[src/rtl/core/gbm_pkg.sv]
`default_nettype none

package gbm_pkg;

    // Field widths.
    localparam int GAUGE_W = 16;
    localparam int LEN_W   = 8;
    localparam int COLOR_W = 8;
    localparam int FRAC_W  = 16;
    localparam int LEVEL_W = FRAC_W + 1;

    // Level constants in Q1.16: one half, three quarters and one.
    localparam logic [LEVEL_W-1:0] Q_HALF          = 17'h08000;
    localparam logic [LEVEL_W-1:0] Q_THREE_QUARTER = 17'h0C000;
    localparam logic [LEVEL_W-1:0] Q_ONE           = 17'h10000;

    // Ramp colour constants: full scale, orange green and the green drop
    // from the green point to the orange point.
    localparam logic [24:0] COLOR_MAX    = 25'd255;
    localparam logic [24:0] ORANGE_GREEN = 25'd165;
    localparam logic [24:0] GREEN_DROP   = COLOR_MAX - ORANGE_GREEN;
    localparam logic [24:0] GREEN_TOP    = COLOR_MAX << FRAC_W;

    // Divider layout: quotient bits retired per pipeline stage.
    localparam int DIV_BITS_PER_STAGE = 2;
    localparam int DIV_STAGES         = FRAC_W / DIV_BITS_PER_STAGE;

    // Default depth of the queue between front and back.
    localparam int QUEUE_DEPTH_DEF = 4;

    // Configuration register indexes and reset values.
    localparam logic [1:0] REG_RANGE_LOW  = 2'd0;
    localparam logic [1:0] REG_RANGE_HIGH = 2'd1;
    localparam logic [1:0] REG_BAR_LENGTH = 2'd2;

    localparam logic [GAUGE_W-1:0] RANGE_LOW_RST  = 16'h0000;
    localparam logic [GAUGE_W-1:0] RANGE_HIGH_RST = 16'h7FFF;
    localparam logic [LEN_W-1:0]   BAR_LENGTH_RST = 8'd10;

    // One item's worth of work handed from front to back.
    typedef struct packed {
        logic [LEN_W-1:0]   full_leds;
        logic [COLOR_W-1:0] red;
        logic [COLOR_W-1:0] green;
        logic [COLOR_W-1:0] blue;
        logic [COLOR_W-1:0] red_part;
        logic [COLOR_W-1:0] green_part;
        logic [COLOR_W-1:0] blue_part;
    } rec_t;

    // One restoring division step: returns the quotient bit over the new remainder.
    function automatic logic [FRAC_W:0] div_step(
        input logic [FRAC_W-1:0] rem,
        input logic [FRAC_W-1:0] den
    );
        logic [FRAC_W:0] shifted;
        logic [FRAC_W:0] diff;
        shifted = {rem, 1'b0};
        diff    = shifted - {1'b0, den};
        if (shifted >= {1'b0, den})
        begin
            div_step = {1'b1, diff[FRAC_W-1:0]};
        end
        else
        begin
            div_step = {1'b0, shifted[FRAC_W-1:0]};
        end
    endfunction

endpackage

`default_nettype wire

[src/rtl/core/gbm_front.sv]
`default_nettype none

module gbm_front (
    input  wire logic                                clk,
    input  wire logic                                rst_n,
    input  wire logic                                push,
    output logic                                     full,
    input  wire logic signed [gbm_pkg::GAUGE_W-1:0]  gauge_value,
    input  wire logic [gbm_pkg::GAUGE_W-1:0]         range_low,
    input  wire logic [gbm_pkg::GAUGE_W-1:0]         range_high,
    input  wire logic [gbm_pkg::LEN_W-1:0]           bar_length,
    input  wire logic                                q_full,
    output logic                                     rec_valid,
    output gbm_pkg::rec_t                            rec
);

    localparam int FW = gbm_pkg::FRAC_W;
    localparam int NS = gbm_pkg::DIV_STAGES;
    localparam int CW = gbm_pkg::COLOR_W;

    logic adv;
    logic accept;

    // Stage 0: differences against the low bound.
    logic                s0_vld_reg;
    logic signed [FW:0]  s0_num_reg;
    logic signed [FW:0]  s0_den_reg;

    // Divider pipeline; index 0 is loaded by the classify stage.
    logic          dv_vld_reg  [0:NS];
    logic          dv_zero_reg [0:NS];
    logic          dv_one_reg  [0:NS];
    logic [FW-1:0] dv_rem_reg  [0:NS];
    logic [FW-1:0] dv_den_reg  [0:NS];
    logic [FW-1:0] dv_q_reg    [0:NS];
    logic [FW-1:0] dv_rem_next [0:NS-1];
    logic [FW-1:0] dv_q_next   [0:NS-1];

    // Colour and bar stage.
    logic                        c1_vld_reg;
    logic [CW-1:0]               c1_r_reg;
    logic [CW-1:0]               c1_g_reg;
    logic [CW-1:0]               c1_b_reg;
    logic [gbm_pkg::LEN_W-1:0]   c1_full_reg;
    logic [FW-1:0]               c1_frac_reg;

    // Partial LED stage.
    logic          c2_vld_reg;
    gbm_pkg::rec_t c2_rec_reg;

    logic [gbm_pkg::LEVEL_W-1:0] lvl;
    logic [gbm_pkg::LEVEL_W-1:0] off;
    logic [gbm_pkg::LEVEL_W-1:0] m;
    logic [24:0]                 prod_a;
    logic [24:0]                 prod_b;
    logic [24:0]                 prod_p;
    logic [CW-1:0]               col_r;
    logic [CW-1:0]               col_g;
    logic [CW-1:0]               col_b;
    logic [23:0]                 part_r;
    logic [23:0]                 part_g;
    logic [23:0]                 part_b;

    // The whole pipeline moves unless the last stage holds a word the queue cannot take.
    assign adv       = !c2_vld_reg || !q_full;
    assign full      = !adv;
    assign accept    = push && adv;
    assign rec_valid = c2_vld_reg;
    assign rec       = c2_rec_reg;

    // Two division steps per divider stage.
    always_comb
    begin
        logic [FW:0]   step;
        logic [FW-1:0] rem;
        logic [FW-1:0] q;
        step = '0;
        for (int k = 0; k < NS; k++)
        begin
            rem = dv_rem_reg[k];
            q   = dv_q_reg[k];
            for (int b = 0; b < gbm_pkg::DIV_BITS_PER_STAGE; b++)
            begin
                step = gbm_pkg::div_step(rem, dv_den_reg[k]);
                rem  = step[FW-1:0];
                q    = {q[FW-2:0], step[FW]};
            end
            dv_rem_next[k] = rem;
            dv_q_next[k]   = q;
        end
    end

    // Level selects a segment of the ramp; the bar position is level times length.
    always_comb
    begin
        if (dv_zero_reg[NS])
        begin
            lvl = '0;
        end
        else if (dv_one_reg[NS])
        begin
            lvl = gbm_pkg::Q_ONE;
        end
        else
        begin
            lvl = {1'b0, dv_q_reg[NS]};
        end

        off    = '0;
        m      = '0;
        prod_a = '0;
        prod_b = '0;
        col_r  = '0;
        col_g  = '0;
        col_b  = '0;
        if (lvl <= gbm_pkg::Q_HALF)
        begin
            m      = {lvl[FW-1:0], 1'b0};
            prod_a = 25'(m) * gbm_pkg::COLOR_MAX;
            prod_b = 25'(gbm_pkg::Q_ONE - m) * gbm_pkg::COLOR_MAX;
            col_g  = prod_a[23:16];
            col_b  = prod_b[23:16];
        end
        else if (lvl <= gbm_pkg::Q_THREE_QUARTER)
        begin
            off    = lvl - gbm_pkg::Q_HALF;
            m      = {off[FW-2:0], 2'b00};
            prod_a = 25'(m) * gbm_pkg::COLOR_MAX;
            prod_b = gbm_pkg::GREEN_TOP - 25'(m) * gbm_pkg::GREEN_DROP;
            col_r  = prod_a[23:16];
            col_g  = prod_b[23:16];
        end
        else
        begin
            off    = lvl - gbm_pkg::Q_THREE_QUARTER;
            m      = {off[FW-2:0], 2'b00};
            prod_b = 25'(gbm_pkg::Q_ONE - m) * gbm_pkg::ORANGE_GREEN;
            col_r  = gbm_pkg::COLOR_MAX[CW-1:0];
            col_g  = prod_b[23:16];
        end

        prod_p = 25'(lvl) * 25'(bar_length);
    end

    // The partial LED takes each channel scaled by the fractional remainder.
    assign part_r = 24'(c1_r_reg) * 24'(c1_frac_reg);
    assign part_g = 24'(c1_g_reg) * 24'(c1_frac_reg);
    assign part_b = 24'(c1_b_reg) * 24'(c1_frac_reg);

    // Valid bits of every stage.
    always_ff @(posedge clk or negedge rst_n)
    begin
        if (!rst_n)
        begin
            s0_vld_reg <= 1'b0;
            for (int k = 0; k <= NS; k++)
            begin
                dv_vld_reg[k] <= 1'b0;
            end
            c1_vld_reg <= 1'b0;
            c2_vld_reg <= 1'b0;
        end
        else if (adv)
        begin
            s0_vld_reg    <= accept;
            dv_vld_reg[0] <= s0_vld_reg;
            for (int k = 0; k < NS; k++)
            begin
                dv_vld_reg[k+1] <= dv_vld_reg[k];
            end
            c1_vld_reg <= dv_vld_reg[NS];
            c2_vld_reg <= c1_vld_reg;
        end
    end

    // Payload of every stage.
    always_ff @(posedge clk)
    begin
        if (adv)
        begin
            s0_num_reg <= $signed({gauge_value[FW-1], gauge_value} - {range_low[FW-1], range_low});
            s0_den_reg <= $signed({range_high[FW-1], range_high} - {range_low[FW-1], range_low});

            // Classify: empty bar, full bar, or a real division with num below den.
            dv_zero_reg[0] <= (s0_den_reg <= 0) || (s0_num_reg <= 0);
            dv_one_reg[0]  <= s0_num_reg >= s0_den_reg;
            dv_rem_reg[0]  <= s0_num_reg[FW-1:0];
            dv_den_reg[0]  <= s0_den_reg[FW-1:0];
            dv_q_reg[0]    <= '0;

            for (int k = 0; k < NS; k++)
            begin
                dv_zero_reg[k+1] <= dv_zero_reg[k];
                dv_one_reg[k+1]  <= dv_one_reg[k];
                dv_rem_reg[k+1]  <= dv_rem_next[k];
                dv_den_reg[k+1]  <= dv_den_reg[k];
                dv_q_reg[k+1]    <= dv_q_next[k];
            end

            c1_r_reg    <= col_r;
            c1_g_reg    <= col_g;
            c1_b_reg    <= col_b;
            c1_full_reg <= prod_p[23:16];
            c1_frac_reg <= prod_p[FW-1:0];

            c2_rec_reg.full_leds  <= c1_full_reg;
            c2_rec_reg.red        <= c1_r_reg;
            c2_rec_reg.green      <= c1_g_reg;
            c2_rec_reg.blue       <= c1_b_reg;
            c2_rec_reg.red_part   <= part_r[23:16];
            c2_rec_reg.green_part <= part_g[23:16];
            c2_rec_reg.blue_part  <= part_b[23:16];
        end
    end

endmodule

`default_nettype wire

[src/rtl/core/gbm_queue.sv]
`default_nettype none

module gbm_queue #(
    parameter int DEPTH = gbm_pkg::QUEUE_DEPTH_DEF
) (
    input  wire logic          clk,
    input  wire logic          rst_n,
    input  wire logic          wr_en,
    input  wire gbm_pkg::rec_t wr_rec,
    output logic               q_full,
    input  wire logic          rd_en,
    output gbm_pkg::rec_t      rd_rec,
    output logic               q_empty
);

    localparam int PTR_W = $clog2(DEPTH);
    localparam int CNT_W = $clog2(DEPTH + 1);

    gbm_pkg::rec_t    store [0:DEPTH-1];
    logic [PTR_W-1:0] wr_ptr_reg;
    logic [PTR_W-1:0] rd_ptr_reg;
    logic [CNT_W-1:0] count_reg;
    logic             do_wr;
    logic             do_rd;

    assign q_full  = count_reg == CNT_W'(DEPTH);
    assign q_empty = count_reg == '0;
    assign do_wr   = wr_en && !q_full;
    assign do_rd   = rd_en && !q_empty;
    assign rd_rec  = store[rd_ptr_reg];

    // Pointers and fill level.
    always_ff @(posedge clk or negedge rst_n)
    begin
        if (!rst_n)
        begin
            wr_ptr_reg <= '0;
            rd_ptr_reg <= '0;
            count_reg  <= '0;
        end
        else
        begin
            if (do_wr)
            begin
                wr_ptr_reg <= (wr_ptr_reg == PTR_W'(DEPTH - 1)) ? '0 : wr_ptr_reg + 1'b1;
            end
            if (do_rd)
            begin
                rd_ptr_reg <= (rd_ptr_reg == PTR_W'(DEPTH - 1)) ? '0 : rd_ptr_reg + 1'b1;
            end
            if (do_wr && !do_rd)
            begin
                count_reg <= count_reg + 1'b1;
            end
            else if (do_rd && !do_wr)
            begin
                count_reg <= count_reg - 1'b1;
            end
        end
    end

    // Entry storage.
    always_ff @(posedge clk)
    begin
        if (do_wr)
        begin
            store[wr_ptr_reg] <= wr_rec;
        end
    end

endmodule

`default_nettype wire

[src/rtl/core/gbm_back.sv]
`default_nettype none

module gbm_back (
    input  wire logic                          clk,
    input  wire logic                          rst_n,
    input  wire logic                          q_empty,
    input  wire gbm_pkg::rec_t                 q_rec,
    output logic                               q_pop,
    input  wire logic [gbm_pkg::LEN_W-1:0]     bar_length,
    output logic                               empty,
    input  wire logic                          pop,
    output logic [gbm_pkg::LEN_W-1:0]          start_led,
    output logic [gbm_pkg::LEN_W-1:0]          led_count,
    output logic [gbm_pkg::COLOR_W-1:0]        red,
    output logic [gbm_pkg::COLOR_W-1:0]        green,
    output logic [gbm_pkg::COLOR_W-1:0]        blue,
    output logic                               last_command
);

    localparam int LW = gbm_pkg::LEN_W;

    logic          out_vld_reg;
    logic          phase_reg;
    logic          load;
    logic [LW-1:0] start_max;
    logic [LW-1:0] full_count;
    logic [LW-1:0] part_start;
    logic [LW-1:0] start_led_reg;
    logic [LW-1:0] led_count_reg;
    logic [gbm_pkg::COLOR_W-1:0] red_reg;
    logic [gbm_pkg::COLOR_W-1:0] green_reg;
    logic [gbm_pkg::COLOR_W-1:0] blue_reg;
    logic          last_reg;

    // The output register takes a new word when it is free or being drained.
    assign load  = !q_empty && (!out_vld_reg || pop);
    assign q_pop = load && phase_reg;
    assign empty = !out_vld_reg;

    // Clamp start to the last LED and count to the bar length.
    assign start_max  = (bar_length == '0) ? '0 : bar_length - 1'b1;
    assign full_count = (q_rec.full_leds > bar_length) ? bar_length : q_rec.full_leds;
    assign part_start = (q_rec.full_leds > start_max) ? start_max : q_rec.full_leds;

    assign start_led    = start_led_reg;
    assign led_count    = led_count_reg;
    assign red          = red_reg;
    assign green        = green_reg;
    assign blue         = blue_reg;
    assign last_command = last_reg;

    // Word sequencer: full-bar command first, then the partial LED.
    always_ff @(posedge clk or negedge rst_n)
    begin
        if (!rst_n)
        begin
            out_vld_reg <= 1'b0;
            phase_reg   <= 1'b0;
        end
        else
        begin
            if (load)
            begin
                out_vld_reg <= 1'b1;
                phase_reg   <= !phase_reg;
            end
            else if (pop)
            begin
                out_vld_reg <= 1'b0;
            end
        end
    end

    // Output word.
    always_ff @(posedge clk)
    begin
        if (load)
        begin
            if (!phase_reg)
            begin
                start_led_reg <= '0;
                led_count_reg <= full_count;
                red_reg       <= q_rec.red;
                green_reg     <= q_rec.green;
                blue_reg      <= q_rec.blue;
                last_reg      <= 1'b0;
            end
            else
            begin
                start_led_reg <= part_start;
                led_count_reg <= (bar_length == '0) ? '0 : LW'(1);
                red_reg       <= q_rec.red_part;
                green_reg     <= q_rec.green_part;
                blue_reg      <= q_rec.blue_part;
                last_reg      <= 1'b1;
            end
        end
    end

endmodule

`default_nettype wire

[src/rtl/core/gradient_bar_graph_mapper_unit.sv]
// Pipeline: a word accepted passes 2 input stages, 8 divider stages, 2 colour stages,
// the queue and the output register before its first result word shows.
// Throughput: the gauge word rate is bounded by the two result words per item leaving
// through the single result port; the divider takes one word a cycle unless stalled.
// Reset: rst_n clears all valid bits, pointers and the sequencer at once and loads the
// configuration registers with their defaults; there is no clearing pass.
`default_nettype none

module gradient_bar_graph_mapper_unit #(
    parameter int QUEUE_DEPTH = gbm_pkg::QUEUE_DEPTH_DEF
) (
    input  wire logic                                clk,
    input  wire logic                                rst_n,
    input  wire logic                                psel,
    input  wire logic                                penable,
    input  wire logic                                pwrite,
    input  wire logic [3:0]                          paddr,
    input  wire logic [31:0]                         pwdata,
    output logic [31:0]                              prdata,
    output logic                                     pready,
    input  wire logic                                push,
    output logic                                     full,
    input  wire logic signed [gbm_pkg::GAUGE_W-1:0]  gauge_value,
    output logic                                     empty,
    input  wire logic                                pop,
    output logic [gbm_pkg::LEN_W-1:0]                start_led,
    output logic [gbm_pkg::LEN_W-1:0]                led_count,
    output logic [gbm_pkg::COLOR_W-1:0]              red,
    output logic [gbm_pkg::COLOR_W-1:0]              green,
    output logic [gbm_pkg::COLOR_W-1:0]              blue,
    output logic                                     last_command
);

    logic [gbm_pkg::GAUGE_W-1:0] range_low_reg;
    logic [gbm_pkg::GAUGE_W-1:0] range_high_reg;
    logic [gbm_pkg::LEN_W-1:0]   bar_length_reg;
    logic                        cfg_wr;

    logic          rec_valid;
    gbm_pkg::rec_t rec;
    logic          q_full;
    logic          q_empty;
    logic          q_pop;
    gbm_pkg::rec_t q_rec;

    assign pready = 1'b1;
    assign cfg_wr = psel && penable && pwrite && pready;

    // Configuration register writes.
    always_ff @(posedge clk or negedge rst_n)
    begin
        if (!rst_n)
        begin
            range_low_reg  <= gbm_pkg::RANGE_LOW_RST;
            range_high_reg <= gbm_pkg::RANGE_HIGH_RST;
            bar_length_reg <= gbm_pkg::BAR_LENGTH_RST;
        end
        else if (cfg_wr)
        begin
            case (paddr[3:2])
                gbm_pkg::REG_RANGE_LOW:  range_low_reg  <= pwdata[15:0];
                gbm_pkg::REG_RANGE_HIGH: range_high_reg <= pwdata[15:0];
                gbm_pkg::REG_BAR_LENGTH: bar_length_reg <= pwdata[7:0];
                default: ;
            endcase
        end
    end

    // Register read-back; signed bounds come back sign-extended.
    always_comb
    begin
        case (paddr[3:2])
            gbm_pkg::REG_RANGE_LOW:  prdata = {{16{range_low_reg[15]}}, range_low_reg};
            gbm_pkg::REG_RANGE_HIGH: prdata = {{16{range_high_reg[15]}}, range_high_reg};
            gbm_pkg::REG_BAR_LENGTH: prdata = {24'd0, bar_length_reg};
            default:                 prdata = '0;
        endcase
    end

    gbm_front u_front (
        .clk         (clk),
        .rst_n       (rst_n),
        .push        (push),
        .full        (full),
        .gauge_value (gauge_value),
        .range_low   (range_low_reg),
        .range_high  (range_high_reg),
        .bar_length  (bar_length_reg),
        .q_full      (q_full),
        .rec_valid   (rec_valid),
        .rec         (rec)
    );

    gbm_queue #(
        .DEPTH (QUEUE_DEPTH)
    ) u_queue (
        .clk     (clk),
        .rst_n   (rst_n),
        .wr_en   (rec_valid),
        .wr_rec  (rec),
        .q_full  (q_full),
        .rd_en   (q_pop),
        .rd_rec  (q_rec),
        .q_empty (q_empty)
    );

    gbm_back u_back (
        .clk          (clk),
        .rst_n        (rst_n),
        .q_empty      (q_empty),
        .q_rec        (q_rec),
        .q_pop        (q_pop),
        .bar_length   (bar_length_reg),
        .empty        (empty),
        .pop          (pop),
        .start_led    (start_led),
        .led_count    (led_count),
        .red          (red),
        .green        (green),
        .blue         (blue),
        .last_command (last_command)
    );

endmodule

`default_nettype wire

[config.mk]
export PLATFORM = sky130hd
export DESIGN_NAME = gradient_bar_graph_mapper_unit
export DESIGN_NICKNAME = d
export VERILOG_FILES = /design/src/rtl/core/gbm_pkg.sv /design/src/rtl/core/gbm_front.sv /design/src/rtl/core/gbm_queue.sv /design/src/rtl/core/gbm_back.sv /design/src/rtl/core/gradient_bar_graph_mapper_unit.sv
export SDC_FILE = /design/constraint.sdc
export NUM_CORES = 2
export LEC_CHECK = 0
export BUFFER_PORTS_ARGS = -buffer_cell sky130_fd_sc_hd__buf_2
export CAP_MARGIN = 20
export CORE_MARGIN = 2
export CORE_UTILIZATION = 55
export DETAILED_ROUTE_END_ITERATION = 12
export HOLD_SLACK_MARGIN = 0.1
export PLACE_DENSITY = 0.7
export SETUP_SLACK_MARGIN = 0.15
export SLEW_MARGIN = 20
export SYNTH_ARGS = -nofsm -noshare
export SYNTH_HDL_FRONTEND = slang
export SYNTH_HIERARCHICAL = 1
export SYNTH_SLANG_ARGS = --single-unit
[constraint.sdc]
create_clock -name clk -period 31.3 [get_ports clk]
set_clock_uncertainty 0.2 [all_clocks]
set_input_delay 1.565 -clock clk [delete_from_list [all_inputs] [get_ports clk]]
set_output_delay 1.565 -clock clk [all_outputs]
set_load 0.03 [all_outputs]
==> impl_metrics.csv <==
group,metric,value,unit
die,fp.dieH,360,um
die,rows,130,
clock_tree,clkSinkCount,810,
detailed_routing,dr_wl_met3,6860,um
detailed_routing,drtPass1Iterations,5,
yosys,synth-edff-count,749,
setup_path,startpoint,"u_front/dv_one_reg[0][8]$_DFFE_PN_",
detailed_routing,drt_wl_total,156000,um
clock_tree,hold_buffers,0,
clock_tree,cts_resized,0,
detailed_routing,wire_per_inst,19.1,um
setup_path,start_kind,"flop",
setup_path,slowest_stage,"and2_1",
detailed_routing,postRouteAntennaNets,0,
global_route,grt.total_usage,24.3,%
setup_path,r2r-start,"u_front/dv_one_reg[0][8]$_DFFE_PN_",
yosys,yosysSeqAreaShare,34.5,%
clock_tree,insertion_delay,0.72,ns
yosys,synth_warnings,6,
detailed_routing,drc,0,
detailed_routing,dr.first_iter.drc_count,2847,
global_route,grt_max_degree,173,
clock_tree,clock-root-buffer,"clkbuf_16",
global_route,antenna_found_initial,5,
sta,setup_tns,0,ns
clock_tree,cts_buffers,90,
finish,largest_reg_flops,224,
clock_tree,cts_tree,"built",
sta,finalCriticalPeriod,8.55,ns
yosys,synth_area,69700,um^2
clock_tree,clkTransAtPathRegs,0.06,ns
sta,drv_slew,0,
setup_path,critical_path_class,"reg -> reg",
sta,fin_crit_sh,27.3,%
sta,max_freq,117,MHz
sta,tightest_slew,1.17,ns
status,status,"finished clean",
setup_path,critPathArrivalTime,8.78,ns
clock_tree,htreeDepth,3,
setup_path,crit_chain,"nor2_4 -> buf_4 -> and2_1 -> inv_1 -> ha_1 -> nor4bb_1 -> xnor2_1 -> ha_1 -> ha_1 -> inv_1 -> fa_1 -> fa_1 -> inv_1 -> ha_1 -> o2111ai_1 -> a21oi_1 -> a211oi_1 -> o21ai_0 -> o211a_1 -> o21a_1 -> or3_1 -> a21oi_1 -> nor3_1",
sta,rsz0062_at_grt,"false",
placed_design,portBuffers,115,
detailed_routing,via_per_inst,5.67,
yosys,ys_ff_latch,810,
yosys,synthDistinctLibCells,116,
finish,layout-drive-gt1-share,10.7,%
yosys,syn_nets,7650,
worst_hold_path,min_path_type,"reg -> reg",
finish,area_delta_synth_final,7.37,%
clock_tree,cts_buffer_depth,3,
finish,fin_nets,7728,
setup_path,path_max_fanout,67,
yosys,syn_area_per_cell,10.9,um^2
detailed_routing,dr_wl_met2,75700,um
die,io_pins,135,
global_route,grt-ovfl-total,0,
job,max_cap_viol_count,0,
detailed_routing,top_layer_used,"met5",
die,die_w,360,um
finish,fill_cells,10378,
detailed_routing,m1WireLength,67500,um
global_route,grt_pass1_vias,48015,
detailed_routing,via_count,46361,
yosys,synth_ff_type,"edfxtp_1",
worst_hold_path,hp-start,"u_front/dv_q_reg[0][54]$_DFFE_PN_",
die,start_util,55.5,%
setup_path,cp-end-kind,"flop",
clock_tree,post_cts_buffers,0,
die,die_area,129000,um^2
setup_path,cp.required,31.53,ns
sta,setup_violations,0,
placed_design,gp_congestion,0.892,
sta,final_hold_viol_count,0,
setup_path,cp_common_cell,"ha_1",
yosys,async_reset_ff_share,7.53,%
sta,slew_headroom,22.0,%
global_route,grt_pass1_wl,252000,um
yosys,syn-instance-count,6364,
die,core-area,126000,um^2
setup_path,cpPeakStageDelay,0.65,ns
placed_design,place_hpwl,119000,um
[worst max-delay path: cells and delay by family, from the launching register on]
family          cells  cell delay [ns]
buf+inv             4             0.99
fa+ha+maj           6             2.27
xor+xnor            1             0.55
compound gates      7             2.07
simple gates        5             1.71
flops               1             0.45
[kinds of logic after synthesis]
| family | count (synthesis) | share of synthesized area, % |
|---|---|---|
| simple gates | 1532 | 11.1 |
| compound gates | 918 | 8.96 |
| flops | 810 | 34.5 |
| mux | 336 | 6.46 |
| buf+inv | 1195 | 6.81 |
| fa+ha+maj | 1227 | 27.8 |
| other cells | 1 | 0.00538 |
| xor+xnor | 345 | 4.34 |
[final cells by class]
cell class / count / area [um^2] / share of cell area (%)
Timing Repair Buffer: 164 / 958 / 1.28
Antenna cell: 3 / 7.51 / 0.0100
Tap cell: 1650 / 2060 / 2.76
Clock buffer: 108 / 2340 / 3.13
Multi-Input combinational cell: 4359 / 40900 / 54.7
Sequential cell: 810 / 24000 / 32.2
Inverter: 1017 / 3820 / 5.10
Clock inverter: 60 / 617 / 0.825
[cells in the mapped netlist (77+ instances only)]
cell type	instances	area, um^2
a21oi_1	253	1270
a21o_1	110	826
xor2_1	94	823
o21ai_0	158	791
nor2_1	281	1050
nand2_1	442	1660
and2_1	226	1410
xnor2_1	251	2200
mux2_2	193	2170
nand3_1	77	385
and3_1	103	644
edfxtp_1	749	22500
ha_1	691	8650
clkbuf_1	113	424
nor3_1	99	495
inv_1	1013	3800
fa_1	536	10700
[cell usage in the layout (no fill, tap or decap), drive strengths merged, types with 27 or more instances in the layout]
cell and instances:
o21ai 175, and2 228, nor2 281, nor3 104
nand2b 52, dfrtp 44, o21bai 37, clkinv 39
clkbuf 108, a21o 110, a31oi 33, a211oi 37
nand3 78, or3 46, nand2 442, o211ai 27
o21a 62, mux4 56, mux2 239, mux2i 41
buf 164, nor4 28, fa 536, nor2b 52
xor2 94, inv 1026, and3 103, a21oi 258
ha 691, edfxtp 749, nand4 63, xnor2 251
[metrics by stage]
stage,instance area (um^2),instances,hold slack [ns],util [%],worst slack [ns]
finish,74800,8171,0.200,59.6,22.75
global route,74800,8169,0.217,59.6,22.22
global placement,71800,7999,0.202,57.2,22.84
floorplan,69700,6364,0.200,-,12.45
detailed placement,71800,7999,0.205,57.2,22.72
CTS,74800,8167,0.210,59.5,22.70
[layer usage]
metal  vias up  global-route usage [%]
met2      1189                    41.7
met3       317                    3.21
li1      22054                       -
met1     22799                    31.6
met5         -                       0
met4         2                    9.06
[worst paths after layout]
path	endpoint	slack, ns	cells past startpoint
max in group asynchronous	u_queue/rd_ptr_reg[0]$_DFFE_PN0P_	29.37	1
worst min-delay path	u_front/dv_q_reg[0][72]$_DFFE_PN_	0.20	0
worst max-delay path	u_front/c1_g_reg[7]$_DFFE_PN_	22.75	23
min in group asynchronous	bar_length_reg[0]$_DFFE_PN0P_	0.77	1
worst max register to register	u_front/c1_g_reg[7]$_DFFE_PN_	22.75	23
worst min register to register	u_front/dv_q_reg[0][72]$_DFFE_PN_	0.20	0
Power is left out: the tool's default activity adds up to more than one toggle a clock period on the data nets, which glitch-free logic cannot reach.
